<file path="src/rtl/core/rmsm_pkg.sv">
package rmsm_pkg;

   // Field widths
   localparam int SAMPLE_W   = 10;
   localparam int WLEN_W     = 9;
   localparam int OFFSET_W   = 10;
   localparam int GAIN_W     = 16;
   localparam int VOLTS_W    = 16;
   localparam int COUNTS_W   = 14;
   localparam int SQUARE_W   = 2 * SAMPLE_W;
   localparam int SUM_W      = 29;
   localparam int PROD_W     = COUNTS_W + GAIN_W;

   // Port widths
   localparam int REQ_DATA_W = 16;
   localparam int RSP_DATA_W = 32;
   localparam int CSR_ADDR_W = 2;
   localparam int CSR_DATA_W = 16;

   // Register indexes
   localparam logic [CSR_ADDR_W-1:0] CSR_WINDOW_LENGTH = 2'd0;
   localparam logic [CSR_ADDR_W-1:0] CSR_ZERO_OFFSET   = 2'd1;
   localparam logic [CSR_ADDR_W-1:0] CSR_VOLTS_GAIN    = 2'd2;

   // Register reset values
   localparam logic [WLEN_W-1:0]   WINDOW_LENGTH_RST = 9'd174;
   localparam logic [OFFSET_W-1:0] ZERO_OFFSET_RST   = 10'd512;
   localparam logic [GAIN_W-1:0]   VOLTS_GAIN_RST    = 16'd5668;

   // Window size limit
   localparam int WINDOW_MAX_DEF = 256;

   // Divide / square root datapath
   localparam int MEAN_SHIFT  = 8;
   localparam int VOLTS_SHIFT = 12;
   localparam int WORK_W      = 1 + SUM_W + MEAN_SHIFT;   // even count of bits for root pairs
   localparam int DIV_STEPS   = SUM_W + MEAN_SHIFT;
   localparam int SQRT_STEPS  = WORK_W / 2;
   localparam int ROOT_W      = SQRT_STEPS;
   localparam int SQ_REM_W    = ROOT_W + 2;
   localparam int STEP_W      = 6;

endpackage

</file>
<file path="src/rtl/core/windowed_rms_voltage_meter.sv">
// Channel   Dir  Words carry
// req_      in   req_tdata[9:0] sample_code
// rsp_      out  rsp_tdata[15:0] rms_volts, [29:16] rms_counts
// csr_      in   index 0 window_length, 1 zero_offset, 2 volts_gain
//
// A sample that does not close a window is taken, squared and accumulated.
// A closing sample is taken and squared, then passes through the shared
// subtractor unit (37 restoring divide steps, 19 root steps, then done and clamp),
// then one multiply and the output load.
// Reset is synchronous and clears the sum, count, sequencer and output valid.
// A stalled result is held in the output register; a further window end waits for it.
module windowed_rms_voltage_meter import rmsm_pkg::*; #(
   parameter int WINDOW_MAX = WINDOW_MAX_DEF
) (
   input  logic                   clock,
   input  logic                   reset,
   input  logic                   req_tvalid,
   output logic                   req_tready,
   input  logic [REQ_DATA_W-1:0]  req_tdata,   // [9:0] sample_code
   output logic                   rsp_tvalid,
   input  logic                   rsp_tready,
   output logic [RSP_DATA_W-1:0]  rsp_tdata,   // [15:0] rms_volts, [29:16] rms_counts
   input  logic                   csr_we,
   input  logic [CSR_ADDR_W-1:0]  csr_addr,
   input  logic [CSR_DATA_W-1:0]  csr_wdata
);

   localparam int LEN_W = $clog2(WINDOW_MAX + 1);

   typedef enum logic [5:0] {
      S_IDLE = 6'b000001,
      S_SQR  = 6'b000010,
      S_ACC  = 6'b000100,
      S_CALC = 6'b001000,
      S_MUL  = 6'b010000,
      S_OUT  = 6'b100000
   } state_type;

   state_type              state_ff, state_in;
   logic [WLEN_W-1:0]      window_length_ff;
   logic [OFFSET_W-1:0]    zero_offset_ff;
   logic [GAIN_W-1:0]      volts_gain_ff;
   logic [SAMPLE_W-1:0]    dev_ff;
   logic [SQUARE_W-1:0]    square_ff;
   logic [SUM_W-1:0]       sum_ff, sum_in;
   logic [LEN_W-1:0]       count_ff, count_in;
   logic [COUNTS_W-1:0]    counts_ff;
   logic [PROD_W-1:0]      prod_ff;
   logic                   rsp_valid_ff, rsp_valid_in;
   logic [VOLTS_W-1:0]     rsp_volts_ff;
   logic [COUNTS_W-1:0]    rsp_counts_ff;

   logic [SAMPLE_W-1:0]    sample;
   logic [SAMPLE_W-1:0]    dev;
   logic [LEN_W-1:0]       len;
   logic [SUM_W:0]         sum_wide;
   logic [SUM_W-1:0]       sum_next;
   logic [LEN_W:0]         count_inc;
   logic                   window_end;
   logic                   unit_start;
   logic                   unit_done;
   logic [ROOT_W-1:0]      unit_root;
   logic [PROD_W-VOLTS_SHIFT-1:0] volts_full;
   logic                   load_out;

   // Write configuration registers
   always_ff @(posedge clock) begin
      if (reset) begin
         window_length_ff <= WINDOW_LENGTH_RST;
         zero_offset_ff   <= ZERO_OFFSET_RST;
         volts_gain_ff    <= VOLTS_GAIN_RST;
      end else if (csr_we) begin
         case (csr_addr)
            CSR_WINDOW_LENGTH: window_length_ff <= csr_wdata[WLEN_W-1:0];
            CSR_ZERO_OFFSET:   zero_offset_ff   <= csr_wdata[OFFSET_W-1:0];
            CSR_VOLTS_GAIN:    volts_gain_ff    <= csr_wdata[GAIN_W-1:0];
            default: ;
         endcase
      end
   end

   // Clamp the window length to 1 .. WINDOW_MAX
   always_comb begin
      if (window_length_ff == '0)
         len = LEN_W'(1);
      else if (32'(window_length_ff) > WINDOW_MAX)
         len = LEN_W'(WINDOW_MAX);
      else
         len = LEN_W'(window_length_ff);
   end

   // Absolute deviation from the zero code
   assign sample = req_tdata[SAMPLE_W-1:0];
   assign dev    = (sample >= zero_offset_ff) ? (sample - zero_offset_ff)
                                              : (zero_offset_ff - sample);

   // Saturating accumulate and window count
   assign sum_wide   = {1'b0, sum_ff} + (SUM_W + 1)'(square_ff);
   assign sum_next   = sum_wide[SUM_W] ? {SUM_W{1'b1}} : sum_wide[SUM_W-1:0];
   assign count_inc  = {1'b0, count_ff} + (LEN_W + 1)'(1);
   assign window_end = (count_inc >= {1'b0, len});

   assign volts_full = prod_ff[PROD_W-1:VOLTS_SHIFT];
   assign load_out   = (state_ff == S_OUT) && (!rsp_valid_ff || rsp_tready);
   assign unit_start = (state_ff == S_ACC) && window_end;

   // Sequencer
   always_comb begin
      state_in = state_ff;
      sum_in   = sum_ff;
      count_in = count_ff;
      case (state_ff)
         S_IDLE: if (req_tvalid) state_in = S_SQR;
         S_SQR:  state_in = S_ACC;
         S_ACC: begin
            if (window_end) begin
               sum_in   = '0;
               count_in = '0;
               state_in = S_CALC;
            end else begin
               sum_in   = sum_next;
               count_in = count_inc[LEN_W-1:0];
               state_in = S_IDLE;
            end
         end
         S_CALC: if (unit_done) state_in = S_MUL;
         S_MUL:  state_in = S_OUT;
         S_OUT:  if (load_out) state_in = S_IDLE;
         default: state_in = S_IDLE;
      endcase
   end

   // Output valid: set on load, drop when taken
   always_comb begin
      rsp_valid_in = rsp_valid_ff;
      if (load_out)
         rsp_valid_in = 1'b1;
      else if (rsp_tready)
         rsp_valid_in = 1'b0;
   end

   // Control registers
   always_ff @(posedge clock) begin
      if (reset) begin
         state_ff     <= S_IDLE;
         sum_ff       <= '0;
         count_ff     <= '0;
         rsp_valid_ff <= 1'b0;
      end else begin
         state_ff     <= state_in;
         sum_ff       <= sum_in;
         count_ff     <= count_in;
         rsp_valid_ff <= rsp_valid_in;
      end
   end

   // Datapath registers
   always_ff @(posedge clock) begin
      if (state_ff == S_IDLE && req_tvalid)
         dev_ff <= dev;
      if (state_ff == S_SQR)
         square_ff <= SQUARE_W'(dev_ff) * SQUARE_W'(dev_ff);
      if (state_ff == S_CALC && unit_done)
         counts_ff <= (|unit_root[ROOT_W-1:COUNTS_W]) ? {COUNTS_W{1'b1}}
                                                      : unit_root[COUNTS_W-1:0];
      if (state_ff == S_MUL)
         prod_ff <= PROD_W'(counts_ff) * PROD_W'(volts_gain_ff);
      if (load_out) begin
         rsp_counts_ff <= counts_ff;
         rsp_volts_ff  <= (|volts_full[PROD_W-VOLTS_SHIFT-1:VOLTS_W]) ? {VOLTS_W{1'b1}}
                                                       : volts_full[VOLTS_W-1:0];
      end
   end

   // Shared divide and square root unit
   rmsm_divsqrt #(
      .WINDOW_MAX (WINDOW_MAX)
   ) u_divsqrt (
      .clock (clock),
      .reset (reset),
      .start (unit_start),
      .sum   (sum_next),
      .len   (len),
      .done  (unit_done),
      .root  (unit_root)
   );

   assign req_tready = (state_ff == S_IDLE);
   assign rsp_tvalid = rsp_valid_ff;
   assign rsp_tdata  = RSP_DATA_W'({rsp_counts_ff, rsp_volts_ff});

endmodule

</file>
<file path="src/rtl/core/rmsm_divsqrt.sv">
module rmsm_divsqrt import rmsm_pkg::*; #(
   parameter int WINDOW_MAX = WINDOW_MAX_DEF
) (
   input  logic                              clock,
   input  logic                              reset,
   input  logic                              start,
   input  logic [SUM_W-1:0]                  sum,
   input  logic [$clog2(WINDOW_MAX+1)-1:0]   len,
   output logic                              done,
   output logic [ROOT_W-1:0]                 root
);

   localparam int LEN_W = $clog2(WINDOW_MAX + 1);
   localparam int SUB_W = (LEN_W + 1 > SQ_REM_W) ? LEN_W + 1 : SQ_REM_W;
   localparam int REM_W = SUB_W - 1;

   typedef enum logic [2:0] {
      U_IDLE = 3'b001,
      U_DIV  = 3'b010,
      U_SQRT = 3'b100
   } unit_state_type;

   unit_state_type       state_ff, state_in;
   logic [STEP_W-1:0]    step_ff, step_in;
   logic [WORK_W-1:0]    work_ff, work_in;
   logic [REM_W-1:0]     rem_ff, rem_in;
   logic [ROOT_W-1:0]    root_ff, root_in;
   logic [LEN_W-1:0]     len_ff, len_in;
   logic                 done_ff, done_in;

   logic [SUB_W-1:0]     sub_a;
   logic [SUB_W-1:0]     sub_b;
   logic [SUB_W:0]       diff;
   logic                 ge;

   // Shared compare-and-subtract unit: divisor trial or root trial
   always_comb begin
      case (state_ff)
         U_DIV: begin
            sub_a = SUB_W'({rem_ff[LEN_W-1:0], work_ff[WORK_W-2]});
            sub_b = SUB_W'(len_ff);
         end
         U_SQRT: begin
            sub_a = SUB_W'({rem_ff[SQ_REM_W-3:0], work_ff[WORK_W-1:WORK_W-2]});
            sub_b = SUB_W'({root_ff, 2'b01});
         end
         default: begin
            sub_a = '0;
            sub_b = '0;
         end
      endcase
      diff = {1'b0, sub_a} - {1'b0, sub_b};
      ge   = ~diff[SUB_W];
   end

   // Sequence: one quotient bit per cycle, then one root bit per cycle
   always_comb begin
      state_in = state_ff;
      step_in  = step_ff;
      work_in  = work_ff;
      rem_in   = rem_ff;
      root_in  = root_ff;
      len_in   = len_ff;
      done_in  = 1'b0;
      case (state_ff)
         U_IDLE: begin
            if (start) begin
               work_in  = {1'b0, sum, MEAN_SHIFT'(0)};
               len_in   = len;
               rem_in   = '0;
               step_in  = '0;
               state_in = U_DIV;
            end
         end
         U_DIV: begin
            rem_in  = ge ? REM_W'(diff[SUB_W-1:0]) : REM_W'(sub_a);
            work_in = {1'b0, work_ff[WORK_W-3:0], ge};
            step_in = step_ff + STEP_W'(1);
            if (step_ff == STEP_W'(DIV_STEPS - 1)) begin
               rem_in   = '0;
               root_in  = '0;
               step_in  = '0;
               state_in = U_SQRT;
            end
         end
         U_SQRT: begin
            rem_in  = ge ? REM_W'(diff[SUB_W-1:0]) : REM_W'(sub_a);
            root_in = {root_ff[ROOT_W-2:0], ge};
            work_in = {work_ff[WORK_W-3:0], 2'b00};
            step_in = step_ff + STEP_W'(1);
            if (step_ff == STEP_W'(SQRT_STEPS - 1)) begin
               done_in  = 1'b1;
               state_in = U_IDLE;
            end
         end
         default: begin
            state_in = U_IDLE;
         end
      endcase
   end

   // Control registers
   always_ff @(posedge clock) begin
      if (reset) begin
         state_ff <= U_IDLE;
         done_ff  <= 1'b0;
      end else begin
         state_ff <= state_in;
         done_ff  <= done_in;
      end
   end

   // Datapath registers
   always_ff @(posedge clock) begin
      step_ff <= step_in;
      work_ff <= work_in;
      rem_ff  <= rem_in;
      root_ff <= root_in;
      len_ff  <= len_in;
   end

   assign done = done_ff;
   assign root = root_ff;

endmodule

</file>
<file path="config.mk">
export PLATFORM = sky130hd
export DESIGN_NAME = windowed_rms_voltage_meter
export DESIGN_NICKNAME = d
export VERILOG_FILES = /design/src/rtl/core/rmsm_pkg.sv /design/src/rtl/core/windowed_rms_voltage_meter.sv /design/src/rtl/core/rmsm_divsqrt.sv
export SDC_FILE = /design/constraint.sdc
export NUM_CORES = 1
export LEC_CHECK = 0
export ABC_AREA = 1
export ABC_CLOCK_PERIOD_IN_PS = 5150
export BUFFER_PORTS_ARGS = -buffer_cell sky130_fd_sc_hd__buf_2
export CORE_MARGIN = 10
export CORE_UTILIZATION = 59
export DETAILED_ROUTE_END_ITERATION = 8
export MAX_ROUTING_LAYER = met4
export PLACE_DENSITY = 0.85
export RECOVER_POWER = 100
export SETUP_SLACK_MARGIN = 0.4
export SLEW_MARGIN = 20
export SYNTH_ARGS = -nofsm -noshare
export SYNTH_HDL_FRONTEND = slang
export SYNTH_SLANG_ARGS = --single-unit
</file>
<file path="constraint.sdc">
create_clock -name clock -period 5.15 [get_ports clock]
set_input_delay 1.545 -clock clock [delete_from_list [all_inputs] [get_ports clock]]
set_output_delay 1.545 -clock clock [all_outputs]
set_load 0.02 [all_outputs]
</file>
Word-level counts from Yosys, hierarchy flattened. Index checks and enable logic that the tools add are counted.

Bits in registers: 279. Output and inout port bits: 34.

Multiplexer cells: 31. Multiply operators: 2. Magnitude comparators: 3. Bitwise operators: 2. Eq/ne operators: 19. Reductions and logical operators: 22. Add/subtract/negate cells: 6.

Operators by type and width (count): one-hot mux 38 bit (3 select lines) (1); one-hot mux 21 bit (2 select lines) (2); 2-to-1 mux 19 bit (4); 2-to-1 mux 29 bit (2); one-hot mux 19 bit (3 select lines) (1); 2-to-1 mux 38 bit (1); one-hot mux 19 bit (2 select lines) (1); one-hot mux 6 bit (6 select lines) (1); adder 29 x 20 -> 30 bit (1); multiplier 14 x 16 -> 30 bit (1); 2-to-1 mux 6 bit (5); 2-to-1 mux 9 bit (3); subtractor 21 x 21 -> 22 bit (1); multiplier 10 x 10 -> 20 bit (1); subtractor 10 bit (2); one-hot mux 6 bit (3 select lines) (1); equality test 6 x 5 -> 1 bit (second input constant) (2); equality test 6 bit (second input constant) (2); AND reduction 2 bit (6); adder 9 x 1 -> 10 bit (second input constant) (1); greater-or-equal comparator 10 bit (1); greater-or-equal comparator 10 x 9 -> 1 bit (1); 2-to-1 mux 10 bit (1); > comparator 9 bit (second input constant) (1); other kinds (27) (42).

Logic depth before layout (Yosys ltp). Gate-level depths: netlist of run 1.

Word-level depth: 7. Mapped depth: 27. Depth with buffers taken out: 25.

Modules after synthesis. A second synthesis of run 1 with hierarchy kept.

Cell total of the unflattened synthesis: 3310. Area total of the unflattened synthesis: 25719.7 um2.

By module, submodules not included: windowed_rms_voltage_meter (cells each 2622, area an instance 20021.7 um2, times used 1); rmsm_divsqrt (cells each 688, area an instance 5698.0 um2, times used 1).

Worst setup path before layout of run 1. OpenSTA, ideal clock, no wires.

Path kind: register to register. Start point: reg counts_ff[5]. End point: reg prod_ff[28], data pin. Arrival time: 5116 ps. Clock period less this slack: 5368 ps. Buffers on the path: 2. Path slack: -218 ps. Stages on the path, launching flop included: 21. Cells stage by stage: edfxtp_1 > clkbuf_1 > clkbuf_1 > nand2_1 > fa_1 > fa_1 > inv_1 > fa_1 > fa_1 > fa_1 > inv_1 > fa_1 > inv_1 > ha_1 > a21o_1 > a21boi_0 > o21bai_1 > a31oi_1 > nand2_1 > nand2_1 > nand2_1.

Cells in the longest elaborated chain, start to end: 1.

RTL lines: from (decl) (line windowed_rms_voltage_meter.sv:47) `logic [COUNTS_W-1:0] counts_ff;`; from (signal assigned) (line windowed_rms_voltage_meter.sv:164) `counts_ff <= (|unit_root[ROOT_W-1:COUNTS_W]) ? {COUNTS_W{1'b1}}`; multiplier 14 x 16 -> 30 bit (line windowed_rms_voltage_meter.sv:167) `prod_ff <= PROD_W'(counts_ff) * PROD_W'(volts_gain_ff);`; to (signal assigned) (line windowed_rms_voltage_meter.sv:167); to (decl) (line windowed_rms_voltage_meter.sv:48) `logic [PROD_W-1:0] prod_ff;`.

Every way passes these cells. A chain may end at the register's enable or synchronous reset.

Worst setup path after layout of run 1.
Start point: reg counts_ff[3]. End point: reg prod_ff[28], data pin.

The elaborated chain is that of the path after synthesis.

==> flow_summary.json, run 1 <==
{
  "start_util": 0.601,
  "grtUsageMet2": 0.398,
  "hold_path_class": "reg -> reg",
  "clock_skew_ps": 10.3,
  "p_sw_w": 0.00334,
  "die_x_um": 227,
  "met1_usage": 0.307,
  "drt_pass1_iterations": 5,
  "clock_sinks": 266,
  "yosys_warnings": 0,
  "nNetsFinal": 3795,
  "violations": "capacitance limit, slew limit, setup timing",
  "cp.required_ps": 5470,
  "rsz0062_at_grt": "true",
  "critical_path.max_fanout": 6,
  "p_clk_frac": 0.235,
  "drive_gt1_frac": 0.0973,
  "wirelength_mm": 59.4,
  "p_leak_nw": 14.7,
  "drt_iter0_markers": 1671,
  "grt_pass1_vias": 21200,
  "hold_viol": 0,
  "htree_num_levels": 1,
  "busiest_layer": "met2",
  "post-place-ws_ps": -188,
  "via_count": 21000,
  "combPwrFrac": 0.469,
  "synth.top_cell.area_share": 0.215,
  "diodes": 0,
  "die_area_mm2": 0.0517,
  "clkLatencyLatePin_ps": 570,
  "ys.flop_type": "edfxtp_1",
  "synthesis.area_mm2": 0.0254,
  "antenna_left": 0,
  "yosysSeqAreaShare": 0.282,
  "area_growth_pct": 10.5,
  "p_int_w": 0.00534,
  "ys_async_sr_fraction": 0,
  "worstSetupEndpointType": "register",
  "synth_edf_count": 182,
  "status": "finished, violations left",
  "yosys-top-cells-area": "edfxtp_1 22%, fa_1 17%, nand2_1 12%",
  "clk_path_buf_depth": 3,
  "grt-ovfl-total": 0,
  "post-route-period-util": 1.03,
  "vdd_drop_max_mv": 0.618,
  "synthCells": 3220,
  "hpwl_mm": 46.1,
  "post_drt_wl_per_cell_um": 15.3,
  "grtUsageTotal": 0.239,
  "grt_max_degree": 47,
  "yosysTopAreaCell": "edfxtp_1",
  "cts_root_buffer": "clkbuf_16",
  "cts_buffers": 29,
  "remaining_drc_errors": 0,
  "rows": 75,
  "final_core_util": 0.664,
  "drv_slew": 118,
  "p_seq_frac": 0.295,
  "worst-setup-path-type": "reg -> reg",
  "worstMarginPinSlew_ps": 2390,
  "vias_per_cell": 5.40,
  "powerDensity_mw_per_mm2": 309,
  "cap_violations": 3,
  "synth.distinct_cells": 64,
  "portBuffers": 64,
  "fin_tns_setup_ps": -1170,
  "critPathLaunchType": "register",
  "cts_tree": "built",
  "slew_headroom": -0.593,
  "worstPathArrival_ps": 5620,
  "setup_viol": 16,
  "fillCellCount": 3341,
  "layout_min_cycle_time_ps": 5300,
  "switching_share": 0.385,
  "max_freq_mhz": 189,
  "ys_seq_elements": 266,
  "core_mm2": 0.0422,
  "place_congestion": 0.947,
  "die_h_um": 227,
  "clk_pin_slew_ps": 60,
  "fin_ws_ps": -152,
  "p_total_w": 0.00868,
  "pin_count": 73,
  "met3_usage": 0.0244,
  "antenna_found_initial": 0,
  "grt_pass1_wl_mm": 99.5,
  "syn_avg_cell_area_um2": 7.88
}
## sequential cells by signal, summed over array words and instances, names as in the netlist
| register | cells |
|---|---|
| u_divsqrt.work_ff | 38 |
| sum_ff | 29 |
| square_ff | 19 |
| u_divsqrt.rem_ff | 19 |
| u_divsqrt.root | 19 |
| prod_ff | 18 |
| rsp_volts_ff | 16 |
| volts_gain_ff | 16 |
| counts_ff | 14 |
| rsp_counts_ff | 14 |
| dev_ff | 10 |
| zero_offset_ff | 10 |
| count_ff | 9 |
| u_divsqrt.len_ff | 9 |
| window_length_ff | 9 |
| state_ff | 6 |
| u_divsqrt.step_ff | 6 |
| u_divsqrt.state_ff | 3 |
| rsp_tvalid | 1 |
| u_divsqrt.done | 1 |
## per-stage QoR
stage | std cells | hold WS (ps) | instance area, µm²
after floorplan | 3221 | 421 | 25700
after global placement | 3826 | 458 | 26900
after detailed placement | 3826 | 462 | 26900
after CTS | 3884 | 471 | 28100
after global routing | 3891 | 493 | 28000
final | 3891 | 470 | 28000
## cell type report
cell class / count / area, µm² / area share
inverter: 715 / 2690 / 0.0957
tap: 539 / 674 / 0.0240
clock inverter: 9 / 88.8 / 0.00317
clock buffer: 44 / 852 / 0.0304
multi-input combinational: 2132 / 15400 / 0.549
sequential: 266 / 7160 / 0.255
timing repair buffer: 186 / 1180 / 0.0422
## kinds of logic after synthesis
logic type / Yosys count / synth area share
AND/OR/NAND/NOR: 1257 / 0.207
XOR/XNOR: 89 / 0.0307
other: 1 / 0.000148
buffers and inverters: 823 / 0.125
flip-flops: 266 / 0.282
adder cells (fa/ha/maj): 426 / 0.273
AO/OA/AOI/OAI: 358 / 0.0828
## cell usage after synthesis, types with 2 or more instances
master / instances
xnor2_1: 29
a21oi_1: 152
a21boi_0: 3
buf_4: 5
inv_2: 13
edfxtp_1: 182
a21oi_2: 14
nor3_2: 2
clkbuf_2: 2
nand2_2: 19
nor2_4: 4
o21ai_0: 81
o31ai_1: 3
nand3_2: 3
buf_2: 12
ha_1: 213
nor4_1: 3
clkbuf_1: 83
xor2_1: 60
nor2_1: 206
o2111ai_1: 2
o21ai_1: 20
nor3_1: 30
nand2_1: 824
o211ai_1: 11
buf_6: 3
a21o_1: 13
nand2_4: 10
inv_1: 700
o221ai_1: 11
nand4_1: 24
dfxtp_1: 84
a31oi_1: 7
o21a_1: 6
buf_12: 2
nand3b_1: 4
a21oi_4: 3
nor2_2: 2
nand3_1: 115
o21bai_1: 10
o22ai_1: 15
fa_1: 213
## routing by layer
metal / wire length (µm) / part of all wire
met2: 28100 / 0.47
met5: 0 / 0
met3: 4360 / 0.074
met1: 25400 / 0.43
met4: 1500 / 0.025
## cells in the final DEF (no fill, tap or decap), types with 6 or more instances in the layout
cell type | Yosys | final
nand2_1 | 824 | 811
inv_1 | 700 | 694
fa_1 | 213 | 210
ha_1 | 213 | 200
nor2_1 | 206 | 194
edfxtp_1 | 182 | 182
a21oi_1 | 152 | 152
nand3_1 | 115 | 112
buf_4 | 5 | 95
o21ai_0 | 81 | 79
dfxtp_1 | 84 | 78
xor2_1 | 60 | 60
clkbuf_1 | 83 | 60
nand2_2 | 19 | 32
xnor2_1 | 29 | 29
clkbuf_16 | 0 | 29
nor3_1 | 30 | 28
buf_2 | 12 | 27
nand4_1 | 24 | 24
inv_2 | 13 | 19
o21ai_1 | 20 | 18
o22ai_1 | 15 | 15
nor2_2 | 2 | 14
a21oi_2 | 14 | 13
a21o_1 | 13 | 12
o221ai_1 | 11 | 12
ha_4 | 0 | 12
o211ai_1 | 11 | 11
o21bai_1 | 10 | 10
nand2_4 | 10 | 10
clkbuf_8 | 0 | 7
buf_6 | 3 | 7
o21a_1 | 6 | 6
nand3_2 | 3 | 6
## final timing paths
kind / start / to / slack (ps) / cells past startpoint
worst min register to register: sum_ff[15] / sum_ff[15] / 470 / 2
worst min-delay path: sum_ff[15] / sum_ff[15] / 470 / 2
worst max-delay path: counts_ff[3] / prod_ff[28] / -150 / 21
worst max register to register: counts_ff[3] / prod_ff[28] / -150 / 21
## worst max-delay path, cell delays in order (launching register included)
cell and delay (ps):
edfxtp_1 460, buf_6 170, nand2_1 60, inv_1 60
fa_1 510, inv_1 60, fa_1 480, inv_1 50
fa_1 480, fa_1 490, fa_1 500, inv_1 50
fa_1 470, inv_1 60, ha_4 230, a21o_4 230
a21boi_4 150, o21bai_1 100, a31oi_1 240, nand2_1 100
nand2_1 70, nand2_1 50
## repair_timing
action / in CTS / in global routing
setup endpoints to repair: 22 / 27
hold buffers: 0 / 0
setup buffers: 5 / 7
gates resized for setup: 53 / 43
pin swaps: 20 / 23
## power groups by stage
| stage | clock, W | combinational [W] | sequential (W) |
|---|---|---|---|
| finish | 0.00204 | 0.00407 | 0.00256 |
| global route | 0.00215 | 0.00455 | 0.00257 |
| CTS | 0.00207 | 0.00351 | 0.00256 |
| detailed placement | 0 | 0.00343 | 0.00261 |
| global placement | 0 | 0.00331 | 0.00260 |
| floorplan | 0 | 0.00266 | 0.00258 |
Power figures use the tool's default switching activity.
==> run 2: changes to the inputs <==
--- a/config.mk
+++ b/config.mk
@@ -8,11 +8,14 @@
 export ABC_AREA = 1
 export ABC_CLOCK_PERIOD_IN_PS = 5150
 export BUFFER_PORTS_ARGS = -buffer_cell sky130_fd_sc_hd__buf_2
+export CELL_PAD_IN_SITES_DETAIL_PLACEMENT = 0
+export CELL_PAD_IN_SITES_GLOBAL_PLACEMENT = 1
 export CORE_MARGIN = 10
-export CORE_UTILIZATION = 59
+export CORE_UTILIZATION = 44
 export DETAILED_ROUTE_END_ITERATION = 8
+export HOLD_SLACK_MARGIN = 0.1
 export MAX_ROUTING_LAYER = met4
-export PLACE_DENSITY = 0.85
+export PLACE_DENSITY = 0.84
 export RECOVER_POWER = 100
 export SETUP_SLACK_MARGIN = 0.4
 export SLEW_MARGIN = 20
==> run 2 against run 1 <==
  * The run still ends with capacitance limit, slew limit, setup timing left
  * Combinational power is 12% lower
  * Total power is 3.5% lower
  * Sequential cell count stayed put
  * Die area is 31% higher
  * Largest cell class unchanged
==> flow_summary.json, run 2 (synthesis gave the netlist of run 1 again) <==
{
  "final_cell_mix": "800 x nand2_1, 685 x inv_1, 207 x fa_1",
  "post-place-ws_ps": -164,
  "violations": "capacitance limit, slew limit, setup timing",
  "clk_pin_slew_ps": 60,
  "grt_pass1_wl_mm": 99.1,
  "area_growth_pct": 13.9,
  "largest_registers": "u_divsqrt.work_ff x38, sum_ff x29",
  "remaining_drc_errors": 0,
  "hp-start": "sum_ff[10]",
  "die_h_um": 260,
  "cts_root_buffer": "clkbuf_16",
  "reg2reg_to": "prod_ff[19]",
  "min_path_cells": 2,
  "p_total_w": 0.00838,
  "rr_startpoint": "counts_ff[2]",
  "hold_viol": 0,
  "place_congestion": 0.865,
  "cts_buffers": 31,
  "pin_count": 73,
  "worstPathArrival_ps": 5770,
  "worst-setup-path-type": "reg -> reg",
  "hpwl_mm": 48.0,
  "worstSetupEndpointType": "register",
  "clock_skew_ps": 15.4,
  "die_x_um": 260,
  "antenna_found_initial": 0,
  "critical_path.max_fanout": 6,
  "cp.required_ps": 5560,
  "antenna_left": 0,
  "clock_sinks": 266,
  "via_count": 20100,
  "rsz0062_at_grt": "true",
  "grtUsageTotal": 0.181,
  "seq_area_mm2": 0.00715,
  "cts_tree": "built",
  "slew_headroom": -0.834,
  "post_drt_wl_per_cell_um": 14.4,
  "final_common_cell": "nand2_1",
  "critPathLaunchType": "register",
  "portBuffers": 64,
  "reg2reg_depth": 20,
  "post-route-period-util": 1.04,
  "htree_num_levels": 1,
  "cap_violations": 4,
  "worstMarginPinSlew_ps": 2740,
  "multi_input_area_mm2": 0.0156,
  "vias_per_cell": 4.86,
  "grt_max_degree": 47,
  "r2r_slack_ps": -200,
  "status": "finished, violations left",
  "hold_path_class": "reg -> reg",
  "core_mm2": 0.0567,
  "die_area_mm2": 0.0677,
  "rows": 87,
  "drt_iter0_markers": 1025,
  "nNetsFinal": 3829,
  "max_freq_mhz": 187,
  "holdWs_ps": 472,
  "layout_min_cycle_time_ps": 5350,
  "wirelength_mm": 59.8,
  "clkLatencyLatePin_ps": 580,
  "fillCellCount": 5457,
  "fin_tns_setup_ps": -1630,
  "drive_gt1_frac": 0.120,
  "vdd_drop_max_mv": 0.601,
  "hold_buffers": 0,
  "hold_end": "sum_ff[10]",
  "setup_viol": 15,
  "grt-ovfl-total": 0,
  "p_leak_nw": 15.1,
  "drv_slew": 125,
  "drt_pass1_iterations": 7,
  "grt_pass1_vias": 19900,
  "largest_reg_flops": 38,
  "powerDensity_mw_per_mm2": 290,
  "clk_path_buf_depth": 3,
  "fin_ws_ps": -204,
  "diodes": 0,
  "largest_register": "u_divsqrt.work_ff",
  "start_util": 0.448
}
==> run 2: routing by layer <==
| layer | part of all wire | vias to the layer above | track usage | routed length [µm] |
|---|---|---|---|---|
| met4 | 0.012 | 0 | 0.0315 | 743 |
| met3 | 0.043 | 57 | 0.0188 | 2540 |
| li1 | - | 10300 | - | - |
| met2 | 0.46 | 364 | 0.292 | 27500 |
| met1 | 0.49 | 9454 | 0.248 | 29000 |
| met5 | 0 | - | - | 0 |
==> run 2: worst max-delay path: stages, from the launching register on <==
cell and delay (ps):
edfxtp_1 470, buf_6 190, nand2_1 60, inv_1 60, fa_1 520, inv_1 50, fa_1 480, inv_1 50
fa_1 500, fa_1 440, fa_1 570, fa_1 470, ha_4 370, nand2_2 100, nor2_2 130, inv_1 100
nor2_2 140, nand3_1 100, nand3_2 110, buf_4 120, xor2_1 170
==> run 2: worst max-delay path by stage <==
stage / depth (start not counted) / end / start / slack (ps)
finish: 20 / prod_ff[19] / counts_ff[2] / -200
global route: 20 / prod_ff[19] / counts_ff[2] / -360
CTS: 20 / prod_ff[25] / counts_ff[2] / -140
detailed placement: 16 / prod_ff[28] / volts_gain_ff[7] / -160
global placement: 19 / prod_ff[28] / counts_ff[2] / -130
floorplan: 22 / prod_ff[28] / counts_ff[2] / 110
==> run 2: final cells by class <==
type / instances / area share
inverters: 715 / 0.0928
clock inverters: 17 / 0.00727
repair buffers: 218 / 0.0508
multi-input cells: 2132 / 0.541
well taps: 756 / 0.0327
flip-flops and latches: 266 / 0.247
clock buffers: 40 / 0.0283
==> run 2: stage by stage <==
step	cells	instance area [µm²]	utilization
finish	4144	28900	0.510
global placement	4058	27300	0.482
floorplan	3221	25700	-
detailed placement	4058	27300	0.482
global route	4144	28900	0.510
CTS	4124	28500	0.502
==> run 2: repair_timing <==
action | CTS | global route
buffers inserted | 9 | 20
pin swaps | 1 | 36
endpoints found under the setup margin | 24 | 26
resized for setup | 13 | 135
cloned | 0 | 0
==> run 2: report_power, final <==
| part | internal [W] | switching, W |
|---|---|---|
| clock network | 0.00133 | 0.000904 |
| logic | 0.00146 | 0.00212 |
| registers | 0.00251 | 0.0000482 |
| total | 0.00530 | 0.00308 |
